File: config.mk
export PLATFORM = sky130hd
export DESIGN_NAME = sdtq_cmp
export DESIGN_NICKNAME = d
export VERILOG_FILES = /design/src/sv/sdtq_pkg.sv /design/src/sv/sdtq_cmp.sv
export SDC_FILE = /design/constraint.sdc
export NUM_CORES = 1
export LEC_CHECK = 0
export BUFFER_PORTS_ARGS = -buffer_cell sky130_fd_sc_hd__buf_2
export CORE_MARGIN = 8
export CORE_UTILIZATION = 50
export DETAILED_ROUTE_END_ITERATION = 16
export PLACE_DENSITY = 0.86
export SYNTH_ARGS = -nofsm -noshare
export SYNTH_HDL_FRONTEND = slang
export SYNTH_SLANG_ARGS = --single-unit
File: constraint.sdc
create_clock -name vclk -period 6.45
set_clock_uncertainty 0.05 [all_clocks]
set_input_delay 1.29 -clock vclk [all_inputs]
set_output_delay 1.29 -clock vclk [all_outputs]
set_load 0.03 [all_outputs]
File: src/sv/sdtq_pkg.sv
// Shared types, codes and sizes for the sorted deadline timer queue.
`default_nettype none

package sdtq_pkg;

  // Queue size and per-tick expiry limit.
  localparam int DEPTH       = 16;
  localparam int MAX_RESULTS = 16;
  localparam int IDX_W       = $clog2(DEPTH);
  localparam int CNT_W       = $clog2(DEPTH + 1);
  localparam int FIRE_W      = $clog2(MAX_RESULTS + 1);

  // Command codes.
  localparam logic [1:0] CMD_ADD    = 2'd0;
  localparam logic [1:0] CMD_DELETE = 2'd1;
  localparam logic [1:0] CMD_TICK   = 2'd2;

  // Result kinds.
  localparam logic [2:0] KIND_ADDED     = 3'd0;
  localparam logic [2:0] KIND_FULL      = 3'd1;
  localparam logic [2:0] KIND_FIRED     = 3'd2;
  localparam logic [2:0] KIND_DELETED   = 3'd3;
  localparam logic [2:0] KIND_NOT_FOUND = 3'd4;

  // Input item.
  typedef struct packed {
    logic [1:0]  command;
    logic [29:0] delay_ms;
    logic [30:0] target_id;
    logic [15:0] callback_tag;
    logic [31:0] argument;
  } cmd_t;

  // Result item.
  typedef struct packed {
    logic [2:0]  kind;
    logic [30:0] timer_id;
    logic [15:0] fired_tag;
    logic [31:0] fired_argument;
    logic        last;
  } res_t;

  // One stored timer.
  typedef struct packed {
    logic [31:0] deadline;
    logic [30:0] id;
    logic [15:0] tag;
    logic [31:0] arg;
  } entry_t;

  // Update request to the entry table.
  typedef struct packed {
    logic             ins;
    logic             rem;
    logic [IDX_W-1:0] pos;
  } ent_op_t;

  // Outcome of the shared comparator.
  typedef struct packed {
    logic later;
    logic equal;
  } cmp_res_t;

endpackage

`default_nettype wire

File: src/sv/sdtq_cmp.sv
// Shared subtract-and-compare unit for deadline and id checks.
`default_nettype none

module sdtq_cmp (
  input  wire logic [31:0]       a,
  input  wire logic [31:0]       b,
  output sdtq_pkg::cmp_res_t     res
);

  logic [31:0] diff;

  // Modular compare: a is later than b when a - b is positive as a signed value.
  always_comb begin
    diff      = a - b;
    res.equal = (diff == 32'd0);
    res.later = (diff != 32'd0) && !diff[31];
  end

endmodule

`default_nettype wire

==> results of run 1 <==
==> Yosys cell counts (all sizes together), types with 3 or more instances <==
| cell | instances |
|---|---|
| a21boi | 5 |
| nand4 | 13 |
| a21oi | 38 |
| nand2 | 43 |
| a211oi | 6 |
| nor2b | 5 |
| inv | 46 |
| buf | 12 |
| or3 | 5 |
| a21o | 8 |
| o21ai | 30 |
| nor2 | 31 |
| a2111o | 3 |
| o211ai | 8 |
| xor2 | 5 |
| o21a | 7 |
| ha | 31 |
| xnor2 | 6 |
| and2 | 3 |
| nand3 | 6 |
| o31ai | 3 |
| mux2i | 3 |
| nor3 | 14 |
| nor4 | 8 |
| clkbuf | 4 |
==> metal layers <==
metal	vias to the layer above	routed length [um]	track usage, %
li1	1483	-	-
met1	1410	3370	24.7
met2	135	3860	37.6
met3	6	569	2.61
met4	0	106	3.07
met5	-	0	0
==> cell type report <==
cell class         count  area, um^2
well taps             54        67.6
inverters             46         173
repair buffers        66         330
multi-input cells    315        2110
fillers              484        1980
==> tightest hold or removal path: stages <==
cell and delay [ns]:
buf_2 0.08, xnor2_1 0.09, xnor2_1 0.17, nor4_1 0.05, buf_2 0.17
==> power groups by stage <==
| stage | clock, mW | sequential, mW | combinational (mW) |
|---|---|---|---|
| finish | 0 | 0 | 0.263 |
| global route | 0 | 0 | 0.288 |
| CTS | 0 | 0 | 0.258 |
| detailed placement | 0 | 0 | 0.257 |
| global placement | 0 | 0 | 0.256 |
| floorplan | 0 | 0 | 0.192 |
==> cells in the final DEF, fill, tap and decap left out, drive strengths merged, types with 3 or more instances in the layout <==
cell type | netlist | layout
nand2 | 43 | 43
xnor2 | 6 | 6
o21ai | 30 | 30
or3 | 5 | 5
a2111o | 3 | 3
mux2i | 3 | 3
o31ai | 3 | 3
o211ai | 8 | 8
ha | 31 | 31
inv | 46 | 46
nand3 | 6 | 6
a21boi | 5 | 5
xor2 | 5 | 5
nor2b | 5 | 5
a211oi | 6 | 6
and2 | 3 | 3
a21oi | 38 | 38
buf | 12 | 66
nor2 | 31 | 31
a21o | 8 | 8
nor4 | 8 | 8
nand4 | 13 | 13
o21a | 7 | 7
nor3 | 14 | 14
==> cells by family after synthesis <==
logic type | share of synthesized area, %
adders and majority gates | 16.3
AOI/OAI and AO/OA | 37.7
and+or+nand+nor | 29.1
muxes | 1.74
xor gates and xnor gates | 4.05
buffers and inverters | 11.1
==> worst max path at each step <==
stage	from	cells after the start	end	slack, ns
2_1_floorplan	b[3]	11	res[0]	0.94
3_3_place_gp	b[12]	13	res[0]	0.91
3_5_place_dp	b[17]	13	res[0]	0.96
4_1_cts	a[12]	12	res[0]	0.94
5_1_grt	a[12]	12	res[0]	0.55
6_report	a[12]	12	res[1]	0.87
==> results.txt, run 1 <==
The run finished with clean final reports. The post-detailed-route DRC marker count came out at 0. The total length of routed wires came out at 7.91 mm. The number of buffer cells added on primary ports came out at 66. The standby leakage power came out at 1.31 nW. Setup violations remaining at the end of the flow were counted as 0. The worst-path cell with the longest stage delay is a2111oi_0. The worst-case setup slack after placement is around 0.96 ns. The detailed-routing iteration count for the pre-antenna-repair pass came out at 5.

The final weighted congestion of routability-driven global placement came out at 0.931. The time the final worst path needs with I/O delays and setup is about 5.6 ns. The number of instances in the placed design came out at 481. STA classifies the critical path endpoint as an output port. Cells fill 57.6% of the core in the end. The sum of internal, switching and leakage power came out at 263 uW. The wire length of the first global-routing pass is between 10 and 15 mm.

Setup repair after global routing left no endpoint under its margin. The HPWL reported at the end of detailed placement came out at 6.75 mm. At the end of the flow, the number of nets in the layout was 524. The netlist uses 64 different library cells. The internal portion of total power is 104 uW.

The post-place instance area is 2680 um^2. The number of placed I/O pins is 66. The start-to-end type of the worst setup path is primary input to output port. The setup slack of the critical path after layout came out at slightly below 0.9 ns.

The number of max-cap violations is 0. The area of the mapped netlist came out at around 2400 um^2. The starting utilization of the core area is about half. The part of the power in combinational logic came out at 100.0%.

From synthesis to final layout, the design area changed by 12.9%. The core region area came out at between 4000 and 5000 um^2. The switching power total is 159 uW.

The design has 0 sequential cells. The sum of negative setup slack is 0 ns. The final critical path takes up 86.6% of the cycle. The maximum VDD drop is 0.0414 mV. Net switching is 60.5% of the power. Summing all non-filler instances in the final layout gives an area of approximately 2700 um^2. The net count after synthesis is 472. A synthesized cell averages between 6 and 7 um^2. The maximum number of pins on one net before global-route repair came out at 12.

The post-cts sizing count is 0. Row generation in the floorplan step produced 25 rows. The required time reported for the critical path endpoint came out at 5.11 ns. The overall global routing resource usage came out at 20.4%. The startpoint of the worst hold path is a[31]. The number of antenna violations at the first check in global routing is 0.

The number of global-route vias before repair came out at about 2800. The timing-limited maximum frequency is 0.179 GHz. The part of the power in the clock network is 0%. The overall die area is 7210 um^2.

STA classifies the critical path startpoint as a primary input. The number of warnings reported in the yosys synthesis log is 0. The share of post-route cells with drive strength above 1 is 19.0%. The area share of the largest cell type after synthesis is 16.3%. The count of inserted antenna diode cells is 0. The vertical extent of the die came out at about 85 um.

Traced cell by cell, the critical path runs through buf_2 > ha_1 > a21oi_1 > o21a_1 > a2111oi_0 > o31ai_1 > a21oi_1 > nor2_1 > a211oi_1 > nand4_1 > o31a_1 > buf_2. The residual overflow from global routing is 0. The count of final max-slew check failures came out at 0.

The number of setup buffers added after CTS is 0. Registers take 0 um^2. After synthesis, the cell types taking the most area are ha_1, a21oi_1, inv_1.

The longest individual stage delay on the worst path is between 0.5 and 0.6 ns. For hold timing, the worst endpoint is res[0]. The worst endpoint data arrival time came out at 4.24 ns. The instance count along the most critical hold path came out at 5. The power density of the placed cells came out at 98.2 nW/um^2. The worst-case headroom to the max-slew limit came out at approximately 63%. The tightest hold margin came out at 3.09 ns. In the routed layout, each cell is associated on average with a via count of ~6.3. The number of cells produced by synthesis is 377. The number of clock buffers in the layout is 0. The top fanout value on the critical path came out at 9. Registers are responsible for 0% of the overall power. The final-report hold violation count came to 0. The routed wire length per instance came out at 16.4 um. The count of placed standard cells in the final layout, fillers left out came out at just under 500. The path category of the worst min-delay check is primary input to output port. The via total after detailed routing came out at 3034. In this run, post-CTS hold repair placed 0 buffers. The number of buffers and inverters on the critical path is 2. The iteration-0 DRC count of the detailed router is 172. Sequential elements use 0% of the synthesized area. The overall die width is approximately 85 um. The kind of cell with the highest combined delay along the critical path is compound AO/OA/AOI/OAI gates. The number of antenna-violating nets in the routed design is 0. Of all cell types, the one taking the most synthesized area is ha_1. The transition time of the tightest slew-check pin came out at 0.542 ns.
(Power assumes the default switching activity.)
==> inputs of run 2 (changes only) <==
--- a/config.mk
+++ b/config.mk
@@ -5,7 +5,8 @@
 export SDC_FILE = /design/constraint.sdc
 export NUM_CORES = 1
 export LEC_CHECK = 0
-export BUFFER_PORTS_ARGS = -buffer_cell sky130_fd_sc_hd__buf_2
+export BUFFER_PORTS_ARGS = -buffer_cell sky130_fd_sc_hd__buf_4
+export CAP_MARGIN = 20
 export CORE_MARGIN = 8
 export CORE_UTILIZATION = 50
 export DETAILED_ROUTE_END_ITERATION = 16
==> results.txt, run 2 (same netlist as run 1, synthesis figures left out) <==
At the worst endpoint, the arrival time is 4.24 ns. The hold path endpoint is res[0]. Setup violations remaining at the end of the flow were counted as 0. Once placement finished, the instance area stood at between 2000 and 3000 um^2. The standby leakage power is 1.36 nW. The number of vias per cell after detailed routing came out at 6.19. The worst setup path is launched from a primary input. The maximum VDD drop came out at 0.0434 mV. The synthesis-to-finish area growth is 19.9%.

The post-route netlist has 19.0% of its cells at a drive strength greater than 1. The worst-case headroom to the max-slew limit is 62.2%. The wire length of the first global-routing pass came out at 12.3 mm. The required time reported for the critical path endpoint is about 5.1 ns. Once routing completed, OpenROAD measured the worst setup slack at 0.871 ns. After routing the design area is 2850 um^2. The floorplan step defined a die boundary enclosing 7210 um^2.

The number of global-route vias before repair is approximately 2700. In the layout the commonest cells are buf_4, inv_1, nand2_1, a21oi_1. The via total after detailed routing is between 2000 and 3000. Detailed placement finished with a half-perimeter wire length of 6.58 mm. The run finished with clean final reports. The number of max-cap violations came out at 0.

The site row count is 25. The path class of the tightest hold or removal check is primary input to output port. The time the final worst path needs with I/O delays and setup came out at between 5 and 6 ns. The vertical extent of the die is 84.9 um. The core region area came out at 4660 um^2. The start-to-end type of the worst setup path is primary input to output port. The number of antenna violations at the first check in global routing is 0. The final-report hold violation count is 0. The number of instances in the placed design came out at 481. The iteration-0 DRC count of the detailed router came out at 174. The number of placed I/O pins is 66. The flip-flop and latch count came out at 0. The worst setup path is captured at an output port. The detailed-routing iteration count for the pre-antenna-repair pass came out at 4.

The residual overflow from global routing is 0. The top fanout value on the critical path is 9. The area occupied by registers is 0 um^2.

Summed over all failing endpoints, the final setup total negative slack is 0 ns. The count of inserted antenna diode cells is 0. The post-cts sizing count is 0. The total length of routed wires is 7.74 mm.

Static timing analysis puts the maximum clock frequency at 0.179 GHz. In this run the post-CTS setup repair buffer count came out at 0. At the pin with the least slew margin, the transition time is 0.563 ns. In this run the remaining antenna-violating nets after routing total 0. Counting the clock-network buffers in the layout gives 0. The core utilization of the finished layout is 61.1%.

In this run the most critical hold path is launched from a[31]. For this run, the number of standard cells in the final layout without fillers is 481. The sum of internal, switching and leakage power is 273 uW. For this run, the total global-route usage over all layers was measured as 19.9%. The final weighted congestion of routability-driven global placement came out at 0.987.

The overall die width is 84.9 um. Leaving out fill and tap cells, the most frequent cell in the layout is buf_4. The net count reported at finish is ~520.

The tightest hold margin came out at 3.07 ns. The post-detailed-route DRC marker count is 0. The count of final max-slew check failures came out at 0. Along the worst hold path, the cell count comes to 5. The final critical path takes up between 80% and 90% of the cycle. Before CTS, the worst setup slack after placement is 0.927 ns. Setup repair after global routing left no endpoint under its margin. The count of hold-fix buffers inserted at cts came out at 0. The maximum number of pins on one net before global-route repair is 12. The starting utilization of the core area came out at around 51%. After detailed routing, the average wire length per cell comes to 16.1 um. The power density of the placed cells is 96.0 nW/um^2. Input and output buffers added on the ports amount to 66.
## run 2: worst max-delay path by stage
stage | from | endpoint | slack, ns | depth (start not counted)
3_5_place_dp | a[12] | res[0] | 0.93 | 12
2_1_floorplan | b[3] | res[0] | 0.94 | 11
5_1_grt | a[12] | res[0] | 0.59 | 12
3_3_place_gp | a[17] | res[1] | 0.92 | 12
4_1_cts | a[12] | res[0] | 0.92 | 12
6_report | a[12] | res[1] | 0.87 | 12
## run 2: power by group
group	switching, mW	leakage [nW]	internal [mW]
Sequential	0	0	0
Clock	0	0	0
Combinational	0.158	1.36	0.115
## run 2: worst max-delay path, cell delays in order
cell	delay [ns]
buf_4	0.11
ha_1	0.42
a21oi_1	0.43
o22ai_1	0.18
a2111oi_2	0.24
nand4_1	0.12
nor4_1	0.40
nand4_1	0.17
nor4_2	0.29
nand4_1	0.16
o31a_1	0.26
buf_4	0.17
## run 2: layout make-up
cell class / count / area (um^2)
multi-input cells: 315 / 2110
fillers: 459 / 1810
repair buffers: 66 / 495
inverters: 46 / 173
well taps: 54 / 67.6
## run 2: per-layer routing
metal / global-route usage [%] / wire [um] / vias to the layer above
li1: - / - / 1485
met1: 23.2 / 3260 / 1332
met2: 35.6 / 3650 / 143
met3: 4.34 / 656 / 18
met4: 5.02 / 180 / 0
met5: 0 / 0 / -
==> inputs of run 3 (changes only) <==
--- a/config.mk
+++ b/config.mk
@@ -7,6 +7,7 @@
 export LEC_CHECK = 0
 export BUFFER_PORTS_ARGS = -buffer_cell sky130_fd_sc_hd__buf_4
 export CAP_MARGIN = 20
+export CORE_ASPECT_RATIO = 1.1
 export CORE_MARGIN = 8
 export CORE_UTILIZATION = 50
 export DETAILED_ROUTE_END_ITERATION = 16
==> results.txt, run 3 (same netlist as run 1, synthesis figures left out) <==
The run finished with clean final reports. The power density of the placed cells came out at about 96 nW/um^2. The number of buffers and inverters on the critical path came out at 2.

The number of fillers in the final layout came out at approximately 480. The overall die width came out at 81.7 um. Traced cell by cell, the critical path runs through buf_4 > ha_1 > a21oi_1 > o211ai_1 > nand2_1 > a22oi_2 > nand2_1 > o41ai_2 > a21oi_1 > or3_1 > nor4_1 > buf_4. The routed wire length per instance came out at 16.2 um. The post-cts sizing count is 0. Entering global routing, the biggest net connects 12 pins. Broken down by cell family, the worst path's largest delay share belongs to compound AO/OA/AOI/OAI gates. The endpoint class of the critical path is an output port. The sum of negative setup slack is 0 ns. Global routing consumed, on the met2 layer, 37.4% of the routing resources. The starting utilization of the core area is 51.4%. The count of final max-slew check failures is 0. For hold timing, the worst endpoint is res[0]. The maximum VDD drop is 0.0412 mV. The tightest hold margin came out at between 3 and 4 ns. The final-report hold violation count came to 0. The library cell used most frequently in the layout, excluding fill and tap cells, is buf_4. For this run, design rule violations remaining after detail routing come to 0.

The wire length of the first global-routing pass is 12.5 mm. Buffers placed on the I/O ports in this run total 66. The detailed-routing iteration count for the pre-antenna-repair pass is 5. The via total after detailed routing came out at 3033. For met1 alone, demand over resource in global routing was 25.2%. The number of vias per cell after detailed routing came out at about 6.3. The total overflow left after global routing is 0. The path category of the worst min-delay check is primary input to output port.

The final period utilization came out at between 80 and 90%. After global routing, the most crowded layer is met2. Across the whole layout, storage elements account for 0 um^2.

Setup repair after global routing left no endpoint under its margin. The startpoint identified for the worst hold timing path is a[31]. The final weighted congestion of routability-driven global placement came out at 0.962. The share of post-route cells with drive strength above 1 came out at a little under a fifth.

Summing all multi-input logic gate instances after layout gives 2110 um^2. The number of max-cap violations is 0. The met3 usage came out at 1.22%. The core region area is 4620 um^2. The timing-limited maximum frequency is 0.179 GHz. Setup violations remaining at the end of the flow were counted as 0. The time the final worst path needs with I/O delays and setup came out at 5.59 ns. The net count reported at finish is 524. The instance count along the most critical hold path came out at 5. The total length of routed wires came out at 7.80 mm. The number of global-route vias before repair came to 2846. STA puts the critical path data required time at slightly above 5 ns.

The number of clock buffers in the layout is 0. Summed over all nets, the half-perimeter wirelength after detailed placement is 6.61 mm. The worst setup path is of the primary input to output port kind. The site row count is 26. The overall global routing resource usage is 20.7%. The iteration-0 DRC count of the detailed router came out at 296.

The largest single stage delay on the critical path is 0.45 ns. Post-CTS timing repair inserted 0 buffers for setup. The top cell types in the final layout, fill and taps aside, are buf_4, inv_1, nand2_1, a21oi_1.

The worst-path cell with the longest stage delay is ha_1. The number of antenna-violating nets in the routed design came out at 0. The vertical extent of the die is just under 90 um. The count of inserted antenna diode cells is 0.

The count of hold-fix buffers inserted at cts is 0. The floorplan step defined a die boundary enclosing 7220 um^2. The worst endpoint data arrival time is 4.25 ns. The synthesis-to-finish area growth is 20.0%. The standby leakage power is 1.36 nW. The transition time of the tightest slew-check pin is 0.555 ns. The final layout contains a sequential cell count of 0. In this run the count of I/O pins placed on the die edge is 66. The top fanout value on the critical path is 9. The number of antenna violations at the first check in global routing came out at 0.

In this run the tightest slew margin relative to its limit is 62.7%. STA classifies the critical path startpoint as a primary input.
==> run 3: per-stage QoR <==
| step | area [um^2] | utilization, % | setup slack (ns) | std cells | total power, mW |
|---|---|---|---|---|---|
| 6_report | 2850 | 61.7 | 0.855 | 483 | 0.274 |
| 5_1_grt | 2850 | 61.7 | 0.598 | 483 | 0.300 |
| 4_1_cts | 2850 | 61.7 | 0.883 | 483 | 0.269 |
| 3_5_place_dp | 2850 | 61.7 | 0.882 | 483 | 0.267 |
| 3_3_place_gp | 2850 | 61.7 | 0.953 | 483 | 0.264 |
| 2_1_floorplan | 2380 | - | 0.935 | 377 | 0.192 |
==> run 3: worst max path at each step <==
stage                  end   from  slack (ns)  cells past startpoint
floorplan           res[0]   b[3]        0.94                     11
CTS                 res[0]  a[13]        0.88                     12
global placement    res[1]  a[17]        0.95                     12
detailed placement  res[0]  a[13]        0.88                     12
finish              res[0]  a[12]        0.86                     12
global route        res[0]  a[12]        0.60                     12
==> run 3: layout make-up <==
class,instances,area share (%)
multi-input cells,315,74.1
repair buffers,66,17.4
inverters,46,6.06
well taps,56,2.46
==> run 3: power breakdown <==
part | total [mW] | switching (mW) | leakage [nW] | internal, mW
logic | 0.274 | 0.158 | 1.36 | 0.115
clock network | 0 | 0 | 0 | 0
registers | 0 | 0 | 0 | 0
total | 0.274 | 0.158 | 1.36 | 0.115
==> run 3: per-layer routing <==
layer	share of wire, %	vias up
met5	0	-
met2	49	130
met1	40	1398
met3	7.8	18
met4	2.8	0
li1	-	1487
